**src/sv/bps_pkg.sv**
```systemverilog
package bps_pkg;

  typedef enum logic [1:0] {
    CMD_BEEP   = 2'd0,
    CMD_OFF    = 2'd1,
    CMD_TICK   = 2'd2,
    CMD_SAFETY = 2'd3
  } cmd_t;

  typedef enum logic [1:0] {
    CFG_MAX_PULSE    = 2'd0,
    CFG_GAP          = 2'd1,
    CFG_SAFETY_LIMIT = 2'd2
  } cfg_idx_t;

  localparam logic [2:0] PAT_SILENT = 3'd0;
  localparam logic [2:0] PAT_SHORT  = 3'd1;
  localparam logic [2:0] PAT_TRIPLE = 3'd2;
  localparam logic [2:0] PAT_URGENT = 3'd3;
  localparam logic [2:0] PAT_LONG   = 3'd4;

  localparam logic [15:0] MAX_PULSE_RESET    = 16'd300;
  localparam logic [15:0] GAP_RESET          = 16'd80;
  localparam logic [31:0] SAFETY_LIMIT_RESET = 32'd2000;

  localparam int unsigned MID_DEPTH_DEFAULT = 4;
  localparam int unsigned OUT_DEPTH_DEFAULT = 4;

  typedef struct packed {
    logic [15:0] max_pulse_ms;
    logic [15:0] gap_ms;
    logic [31:0] safety_limit_ms;
  } cfg_t;

  // Classified command word, front to back.
  typedef struct packed {
    cmd_t        cmd;
    logic [2:0]  pattern;
    logic [31:0] beep_ms;
    logic [31:0] now_ms;
    logic [2:0]  beep_count;
    logic [15:0] on_duration;
  } cmd_word_t;

  typedef struct packed {
    logic        drive_write;
    logic        drive_level;
    logic        sounding_phase;
    logic        busy_res;
    logic [31:0] safety_cut_count;
  } res_word_t;

  function automatic logic [2:0] beeps_of(input logic [2:0] pat);
    logic [2:0] n;
    unique case (pat)
      PAT_SHORT:  n = 3'd1;
      PAT_TRIPLE: n = 3'd3;
      PAT_URGENT: n = 3'd4;
      PAT_LONG:   n = 3'd3;
      default:    n = 3'd0;
    endcase
    return n;
  endfunction

  function automatic logic [15:0] clamp_on(input logic [31:0] ms, input logic [15:0] max_p);
    logic [15:0] hi;
    logic [15:0] r;
    hi = (max_p == 16'd0) ? 16'd1 : max_p;
    if (ms == 32'd0) begin
      r = 16'd1;
    end else if (ms > {16'd0, hi}) begin
      r = hi;
    end else begin
      r = ms[15:0];
    end
    return r;
  endfunction

endpackage

```
**src/sv/beep_pattern_sequencer_unit.sv**
```systemverilog
// Beep pattern sequencer for an active buzzer. Commands (beep, off, tick,
// safety check) are pushed as words and every word yields exactly one result
// word, in order. The front stage decodes the pattern and clamps the on time,
// a MID_DEPTH queue decouples it from the back stage, which updates the
// sequence state once per cycle while a word waits and the result queue is
// not full, and writes an OUT_DEPTH result queue. One word per cycle is
// sustained as long as results are popped; a word passes from the mid queue
// through the back stage's update into the result queue, from which it is
// popped. Configuration writes are taken at any time but are meant for when
// both queues are empty.
module beep_pattern_sequencer_unit import bps_pkg::*; #(
  parameter int unsigned MID_DEPTH = MID_DEPTH_DEFAULT,
  parameter int unsigned OUT_DEPTH = OUT_DEPTH_DEFAULT
) (
  input  logic        clk,
  input  logic        rst,
  input  logic        cfg_write,
  input  logic [1:0]  cfg_index,
  input  logic [31:0] cfg_data,
  input  logic        push,
  output logic        full,
  input  logic [1:0]  cmd,
  input  logic [2:0]  pattern,
  input  logic [31:0] beep_ms,
  input  logic [31:0] now_ms,
  output logic        empty,
  input  logic        pop,
  output logic        drive_write,
  output logic        drive_level,
  output logic        sounding_phase,
  output logic        busy_res,
  output logic [31:0] safety_cut_count
);

  cfg_t      cfg;
  cmd_word_t front_word;
  cmd_word_t mid_word;
  res_word_t back_word;
  res_word_t res_word;
  logic      front_push;
  logic      mid_full;
  logic      mid_empty;
  logic      mid_pop;
  logic      out_push;
  logic      out_full;

  always_ff @(posedge clk) begin
    if (rst) begin
      cfg.max_pulse_ms    <= MAX_PULSE_RESET;
      cfg.gap_ms          <= GAP_RESET;
      cfg.safety_limit_ms <= SAFETY_LIMIT_RESET;
    end else if (cfg_write) begin
      unique case (cfg_idx_t'(cfg_index))
        CFG_MAX_PULSE:    cfg.max_pulse_ms    <= cfg_data[15:0];
        CFG_GAP:          cfg.gap_ms          <= cfg_data[15:0];
        CFG_SAFETY_LIMIT: cfg.safety_limit_ms <= cfg_data;
        default: ;
      endcase
    end
  end

  bps_front u_front (
    .push         (push),
    .full         (full),
    .cmd          (cmd),
    .pattern      (pattern),
    .beep_ms      (beep_ms),
    .now_ms       (now_ms),
    .max_pulse_ms (cfg.max_pulse_ms),
    .q_full       (mid_full),
    .q_push       (front_push),
    .q_word       (front_word)
  );

  bps_fifo #(.T(cmd_word_t), .DEPTH(MID_DEPTH)) u_mid_q (
    .clk   (clk),
    .rst   (rst),
    .push  (front_push),
    .wdata (front_word),
    .full  (mid_full),
    .pop   (mid_pop),
    .rdata (mid_word),
    .empty (mid_empty)
  );

  bps_back u_back (
    .clk             (clk),
    .rst             (rst),
    .q_word          (mid_word),
    .q_empty         (mid_empty),
    .q_pop           (mid_pop),
    .out_full        (out_full),
    .out_push        (out_push),
    .out_word        (back_word),
    .gap_ms          (cfg.gap_ms),
    .safety_limit_ms (cfg.safety_limit_ms)
  );

  bps_fifo #(.T(res_word_t), .DEPTH(OUT_DEPTH)) u_out_q (
    .clk   (clk),
    .rst   (rst),
    .push  (out_push),
    .wdata (back_word),
    .full  (out_full),
    .pop   (pop),
    .rdata (res_word),
    .empty (empty)
  );

  assign drive_write      = res_word.drive_write;
  assign drive_level      = res_word.drive_level;
  assign sounding_phase   = res_word.sounding_phase;
  assign busy_res         = res_word.busy_res;
  assign safety_cut_count = res_word.safety_cut_count;

endmodule

```
**src/sv/bps_fifo.sv**
```systemverilog
module bps_fifo import bps_pkg::*; #(
  parameter type         T     = logic,
  parameter int unsigned DEPTH = 4
) (
  input  logic clk,
  input  logic rst,
  input  logic push,
  input  T     wdata,
  output logic full,
  input  logic pop,
  output T     rdata,
  output logic empty
);

  localparam int unsigned PW = (DEPTH > 1) ? $clog2(DEPTH) : 1;
  localparam int unsigned CW = $clog2(DEPTH + 1);

  T              mem [DEPTH];
  logic [PW-1:0] wptr;
  logic [PW-1:0] rptr;
  logic [CW-1:0] count;
  logic          do_push;
  logic          do_pop;

  assign full    = (count == CW'(DEPTH));
  assign empty   = (count == '0);
  assign do_push = push && !full;
  assign do_pop  = pop && !empty;
  assign rdata   = mem[rptr];

  function automatic logic [PW-1:0] wrap_inc(input logic [PW-1:0] p);
    return (p == PW'(DEPTH - 1)) ? '0 : p + 1'b1;
  endfunction

  always_ff @(posedge clk) begin
    if (do_push) begin
      mem[wptr] <= wdata;
    end
  end

  always_ff @(posedge clk) begin
    if (rst) begin
      wptr  <= '0;
      rptr  <= '0;
      count <= '0;
    end else begin
      if (do_push) wptr <= wrap_inc(wptr);
      if (do_pop)  rptr <= wrap_inc(rptr);
      if (do_push && !do_pop) begin
        count <= count + 1'b1;
      end else if (do_pop && !do_push) begin
        count <= count - 1'b1;
      end
    end
  end

endmodule

```
**src/sv/bps_front.sv**
```systemverilog
module bps_front import bps_pkg::*; (
  input  logic        push,
  output logic        full,
  input  logic [1:0]  cmd,
  input  logic [2:0]  pattern,
  input  logic [31:0] beep_ms,
  input  logic [31:0] now_ms,
  input  logic [15:0] max_pulse_ms,
  input  logic        q_full,
  output logic        q_push,
  output cmd_word_t   q_word
);

  assign full   = q_full;
  assign q_push = push;

  // pattern lookup and on-time clamp happen here, off the back's state loop
  always_comb begin
    q_word.cmd         = cmd_t'(cmd);
    q_word.pattern     = pattern;
    q_word.beep_ms     = beep_ms;
    q_word.now_ms      = now_ms;
    q_word.beep_count  = beeps_of(pattern);
    q_word.on_duration = clamp_on(beep_ms, max_pulse_ms);
  end

endmodule

```
**src/sv/bps_back.sv**
```systemverilog
module bps_back import bps_pkg::*; (
  input  logic        clk,
  input  logic        rst,
  input  cmd_word_t   q_word,
  input  logic        q_empty,
  output logic        q_pop,
  input  logic        out_full,
  output logic        out_push,
  output res_word_t   out_word,
  input  logic [15:0] gap_ms,
  input  logic [31:0] safety_limit_ms
);

  logic        seq_active, seq_active_next;
  logic [2:0]  beep_count, beep_count_next;
  logic [15:0] on_duration, on_duration_next;
  logic [3:0]  phase_index, phase_index_next;
  logic [31:0] phase_start, phase_start_next;
  logic [31:0] sequence_start, sequence_start_next;
  logic [2:0]  last_pattern, last_pattern_next;
  logic [31:0] last_request_ms, last_request_ms_next;
  logic        level_on, level_on_next;
  logic [31:0] cut_counter, cut_counter_next;

  logic        step;

  assign step     = !q_empty && !out_full;
  assign q_pop    = step;
  assign out_push = step;

  always_comb begin
    logic        is_on;
    logic [15:0] dur;
    logic [31:0] ps;
    logic [31:0] elapsed;
    logic [3:0]  pi_inc;
    logic        clr;

    seq_active_next      = seq_active;
    beep_count_next      = beep_count;
    on_duration_next     = on_duration;
    phase_index_next     = phase_index;
    phase_start_next     = phase_start;
    sequence_start_next  = sequence_start;
    last_pattern_next    = last_pattern;
    last_request_ms_next = last_request_ms;
    level_on_next        = level_on;
    cut_counter_next     = cut_counter;
    clr                  = 1'b0;

    is_on   = phase_index[0];
    dur     = is_on ? on_duration : ((beep_count > 3'd1) ? gap_ms : 16'd0);
    ps      = (q_word.now_ms - phase_start) >> 31 != 32'd0 ? q_word.now_ms : phase_start;
    elapsed = q_word.now_ms - ps;
    pi_inc  = phase_index + 4'd1;

    unique case (q_word.cmd)
      CMD_BEEP: begin
        if (!(seq_active && q_word.pattern == last_pattern
              && q_word.beep_ms == last_request_ms)) begin
          last_pattern_next    = q_word.pattern;
          last_request_ms_next = q_word.beep_ms;
          beep_count_next      = q_word.beep_count;
          on_duration_next     = q_word.on_duration;
          phase_index_next     = 4'd0;
          seq_active_next      = (q_word.beep_count != 3'd0);
          phase_start_next     = q_word.now_ms;
          sequence_start_next  = q_word.now_ms;
          level_on_next        = 1'b0;
        end
      end
      CMD_OFF: begin
        clr           = 1'b1;
        level_on_next = 1'b0;
      end
      CMD_TICK: begin
        if (seq_active) begin
          if (phase_index == 4'd0) begin
            if (beep_count == 3'd0) begin
              clr = 1'b1;
            end else begin
              level_on_next    = 1'b1;
              phase_index_next = 4'd1;
              phase_start_next = q_word.now_ms;
            end
          end else begin
            phase_start_next = ps;
            if ({16'd0, dur} <= elapsed) begin
              if (is_on) begin
                level_on_next    = 1'b0;
                phase_index_next = pi_inc;
                if ({1'b0, pi_inc[3:1]} >= {1'b0, beep_count}) begin
                  clr = 1'b1;
                end else begin
                  phase_start_next = q_word.now_ms;
                end
              end else if ({1'b0, phase_index[3:1]} < {1'b0, beep_count}) begin
                level_on_next    = 1'b1;
                phase_index_next = pi_inc;
                phase_start_next = q_word.now_ms;
              end else begin
                clr              = 1'b1;
                phase_start_next = q_word.now_ms;
                level_on_next    = 1'b0;
              end
            end
          end
        end
      end
      CMD_SAFETY: begin
        if (seq_active && (q_word.now_ms - sequence_start) >= safety_limit_ms) begin
          cut_counter_next = cut_counter + 32'd1;
          clr              = 1'b1;
          level_on_next    = 1'b0;
        end
      end
      default: ;
    endcase

    if (clr) begin
      seq_active_next      = 1'b0;
      phase_index_next     = 4'd0;
      beep_count_next      = 3'd0;
      last_pattern_next    = PAT_SILENT;
      last_request_ms_next = 32'd0;
    end

    out_word.drive_write      = (level_on_next != level_on);
    out_word.drive_level      = level_on_next;
    out_word.sounding_phase   = seq_active_next && phase_index_next[0];
    out_word.busy_res         = seq_active_next;
    out_word.safety_cut_count = cut_counter_next;
  end

  always_ff @(posedge clk) begin
    if (rst) begin
      seq_active      <= 1'b0;
      beep_count      <= 3'd0;
      on_duration     <= 16'd0;
      phase_index     <= 4'd0;
      phase_start     <= 32'd0;
      sequence_start  <= 32'd0;
      last_pattern    <= PAT_SILENT;
      last_request_ms <= 32'd0;
      level_on        <= 1'b0;
      cut_counter     <= 32'd0;
    end else if (step) begin
      seq_active      <= seq_active_next;
      beep_count      <= beep_count_next;
      on_duration     <= on_duration_next;
      phase_index     <= phase_index_next;
      phase_start     <= phase_start_next;
      sequence_start  <= sequence_start_next;
      last_pattern    <= last_pattern_next;
      last_request_ms <= last_request_ms_next;
      level_on        <= level_on_next;
      cut_counter     <= cut_counter_next;
    end
  end

endmodule

```
**config.mk**
```make
export PLATFORM = sky130hd
export DESIGN_NAME = beep_pattern_sequencer_unit
export DESIGN_NICKNAME = d
export VERILOG_FILES = /design/src/sv/bps_pkg.sv /design/src/sv/beep_pattern_sequencer_unit.sv /design/src/sv/bps_fifo.sv /design/src/sv/bps_front.sv /design/src/sv/bps_back.sv
export SDC_FILE = /design/constraint.sdc
export NUM_CORES = 1
export LEC_CHECK = 0
export BUFFER_PORTS_ARGS = -buffer_cell sky130_fd_sc_hd__clkbuf_2
export CAP_MARGIN = 20
export CORE_MARGIN = 2
export CORE_UTILIZATION = 62
export DETAILED_ROUTE_END_ITERATION = 7
export GPL_ROUTABILITY_DRIVEN = 1
export PLACE_DENSITY = 0.83
export SETUP_SLACK_MARGIN = 0.2
export SYNTH_ARGS = -nofsm -noshare
export SYNTH_HDL_FRONTEND = slang
export SYNTH_SLANG_ARGS = --single-unit
```
**constraint.sdc**
```tcl
create_clock -name clk -period 10.5 [get_ports clk]
set_input_delay 1.575 -clock clk [delete_from_list [all_inputs] [get_ports clk]]
set_output_delay 1.575 -clock clk [all_outputs]
set_load 0.05 [all_outputs]
```
==> results.cfg <==
[yosys]
synth_top_flop_cell = sky130_fd_sc_hd__edfxtp_1
yosysWarnings = 0
yosysUniqueCellTypes = 82
syn_avg_cell_area_um2 = 12.6
synthCells = 2754
synth-edff-count = 496
total_of_flip_flops_plus_latches_after_synthesis = 734
synth_seq_area_share = 0.565
synthArstFlopShare = 0
cell_area_after_synthesis_mm2 = 0.0348
synthesis.nets = 3042

[clocking]
post_cts_resized = 0
cts.hold.buffers_added = 0
tritoncts_num_sinks = 734
cts-buffers-inserted = 74
clock_tree_from_tritoncts = done
post-cts-setup-buffers = 0
cts-root-buf = sky130_fd_sc_hd__clkbuf_16
cts.path.max_buffers = 3
cts.clk_slew.worst_paths_ns = 0.06
clkLatencyLatePin_ns = 0.64
cts_htree_levels = 3

[run]
cap_violations = 0

[global_routing]
grt_start_max_net_pins = 173
gr-usage-all-layers = 0.288
grt_first_pass_wirelength_um = 128000
antenna_found_initial = 1
via_count_of_the_first_global_routing_pass = 23139
grt_remaining_overflow = 0

[cells_and_area]
final_nets = 3173
layout-area-overhead-vs-synth_pct = 11.3
share_of_layout_cells_above_drive_strength_1 = 0.154
final.fill_count = 3652

[routing]
post_detailed_route_count_of_antenna_violating_nets = 0
routed-via-count = 23162
initial_drc_count = 2116
first_pass_iters = 7
totalWireLength_um = 82700
drt-vias-per-instance = 6.27
route.detailed.drc = 0
routedWlPerCell_um = 22.4

[placed_design]
buffer_ports.inserted = 145
place_hpwl_um = 53500
gpl.final_weighted_congestion = 0.883

[floorplan]
core_mm2 = 0.0553
die_width_um = 241
design.portCount = 146
placement_rows = 86
initial_core_util = 0.629
floorplan.die.height_um = 241
floorplan.die_area_mm2 = 0.0580

[setup_path]
crit_arrival_ns = 9.94
critical_path.cell_chain = mux4_2 > inv_1 > ha_1 > inv_1 > fa_1 > a21o_1 > a21o_1 > a211oi_1 > o21ai_0 > o41a_1 > a2111oi_0 > o41ai_1 > xor2_1 > ha_1 > nand4_1 > nor3_1 > nand2_1 > o41ai_2 > a31oi_2 > nor4_1 > nand2_1 > nor2_1 > xor2_1
cp.required_ns = 10.91
critical_path_peak_fanout = 32
cp_top_family = compound AO/OA/AOI/OAI gates
critical-path-max-stage-delay_ns = 0.95
startpoint_type_of_the_worst_setup_path = register
critPathBufInv = 2
crit_path_top_delay_cell = sky130_fd_sc_hd__o41ai_2
endpoint_kind = register
path_class = reg2reg

[sta]
timing.max_slew.rel_slack = 0.247
finalSetupViolations = 0
timing_worst_slew_pin_value_ns = 1.13
rsz0062_at_grt = false
slew_violations = 0
maxClockFrequency_ghz = 0.105
crit_share_post_route = 0.908
tns_ns = 0
clock_skew_ns = 0.0387
report.final.hold_viol_count = 0
final_period_minus_worst_setup_slack_ns = 9.53

[worst_hold_path]
min_path_type = reg2reg

[run_status]
run_status = complete, no violations
-- per-layer routing --
metal	wire, um	GRT usage	vias to the layer above	part of all wire
met2	41300	0.491	1033	0.50
li1	-	-	10529	-
met4	2180	0.0943	0	0.026
met3	6110	0.0455	163	0.074
met1	33100	0.380	11437	0.40
met5	0	0	-	0
-- placed cells by master (no fill, tap or decap), drive strengths merged, types with 45 or more instances in the layout --
cell type / count
inv: 157
nand2: 191
dfxtp: 238
edfxtp: 496
ha: 176
mux4: 123
a21oi: 168
xnor2: 80
clkbuf: 247
a21o: 45
o21ai: 63
mux2i: 136
xor2: 58
nor2: 265
-- worst register-to-register path: stages (launching register included) --
cell	delay, ns
sky130_fd_sc_hd__dfxtp_4	0.83
sky130_fd_sc_hd__mux4_2	0.71
sky130_fd_sc_hd__inv_1	0.13
sky130_fd_sc_hd__ha_1	0.21
sky130_fd_sc_hd__inv_1	0.07
sky130_fd_sc_hd__fa_1	0.40
sky130_fd_sc_hd__a21o_1	0.22
sky130_fd_sc_hd__a21o_1	0.24
sky130_fd_sc_hd__a211oi_1	0.38
sky130_fd_sc_hd__o21ai_0	0.25
sky130_fd_sc_hd__o41a_1	0.53
sky130_fd_sc_hd__a2111oi_0	0.46
sky130_fd_sc_hd__o41ai_1	0.27
sky130_fd_sc_hd__xor2_1	0.20
sky130_fd_sc_hd__ha_1	0.36
sky130_fd_sc_hd__nand4_1	0.11
sky130_fd_sc_hd__nor3_1	0.71
sky130_fd_sc_hd__nand2_1	0.16
sky130_fd_sc_hd__o41ai_2	0.95
sky130_fd_sc_hd__a31oi_2	0.42
sky130_fd_sc_hd__nor4_1	0.84
sky130_fd_sc_hd__nand2_1	0.33
sky130_fd_sc_hd__nor2_1	0.21
sky130_fd_sc_hd__xor2_1	0.29
-- area by class of cell --
class / instances / area [um^2] / share of cell area
Multi-Input combinational cell: 1755 / 14100 / 0.365
Tap cell: 748 / 936 / 0.0242
Clock inverter: 35 / 369 / 0.00953
Antenna cell: 1 / 2.50 / 0.0000646
Sequential cell: 734 / 19700 / 0.508
Timing Repair Buffer: 169 / 937 / 0.0242
Clock buffer: 103 / 2120 / 0.0546
Inverter: 151 / 567 / 0.0146
-- stage by stage --
stage	instances	hold slack [ns]	utilization	area, um^2	setup WS, ns
2_1_floorplan	2754	0.436	-	34800	1.40
3_3_place_gp	3557	0.442	0.655	36200	0.688
3_5_place_dp	3557	0.447	0.655	36200	1.20
4_1_cts	3695	0.456	0.700	38700	1.11
5_1_grt	3696	0.469	0.700	38700	0.396
6_report	3696	0.456	0.700	38700	0.970
-- synth_stat cells (all sizes together) (34+ instances only) --
library cell	count	share of area
edfxtp	496	0.43
nor2	265	0.029
dfxtp	238	0.14
nand2	191	0.021
ha	176	0.063
a21oi	168	0.024
inv	150	0.016
mux2i	136	0.039
mux4	123	0.080
clkbuf	86	0.0093
xnor2	80	0.020
o21ai	63	0.0092
xor2	58	0.015
a21o	45	0.0097
nand4	44	0.0081
a22oi	39	0.0099
nor3	34	0.0049
-- logic make-up after synthesis --
group / after synthesis / share of synthesized area
buffers and inverters: 265 / 0.0306
adder cells (fa/ha/maj): 180 / 0.0656
flip-flops: 734 / 0.565
AND/OR/NAND/NOR: 724 / 0.0979
multiplexers: 261 / 0.119
AO/OA/AOI/OAI: 452 / 0.0869
XOR/XNOR: 138 / 0.0347
-- state kept, by name, indices dropped and copies added (netlist names), 4 cells and up, named ones only --
| register | flops |
|---|---|
| cfg | 64 |
| u_back.cut_counter | 32 |
| u_back.last_request_ms | 32 |
| u_back.on_duration | 16 |
| u_back.phase_index | 4 |
| u_back.phase_start | 32 |
| u_back.sequence_start | 32 |
| u_mid_q.mem | 352 |
| u_out_q.mem | 144 |
-- worst paths after layout --
kind              cells past startpoint  slack, ns     start                  to
hold reg to reg                       2       0.46   cfg[23]             cfg[23]
setup / recovery                     23       0.97  register  u_out_q.mem[1][29]
setup reg to reg                     23       0.97  register  u_out_q.mem[1][29]
hold / removal                        2       0.46   cfg[23]             cfg[23]
Power is left out: the tool's default activity adds up to more than one toggle a clock period on the data nets, which glitch-free logic cannot reach.
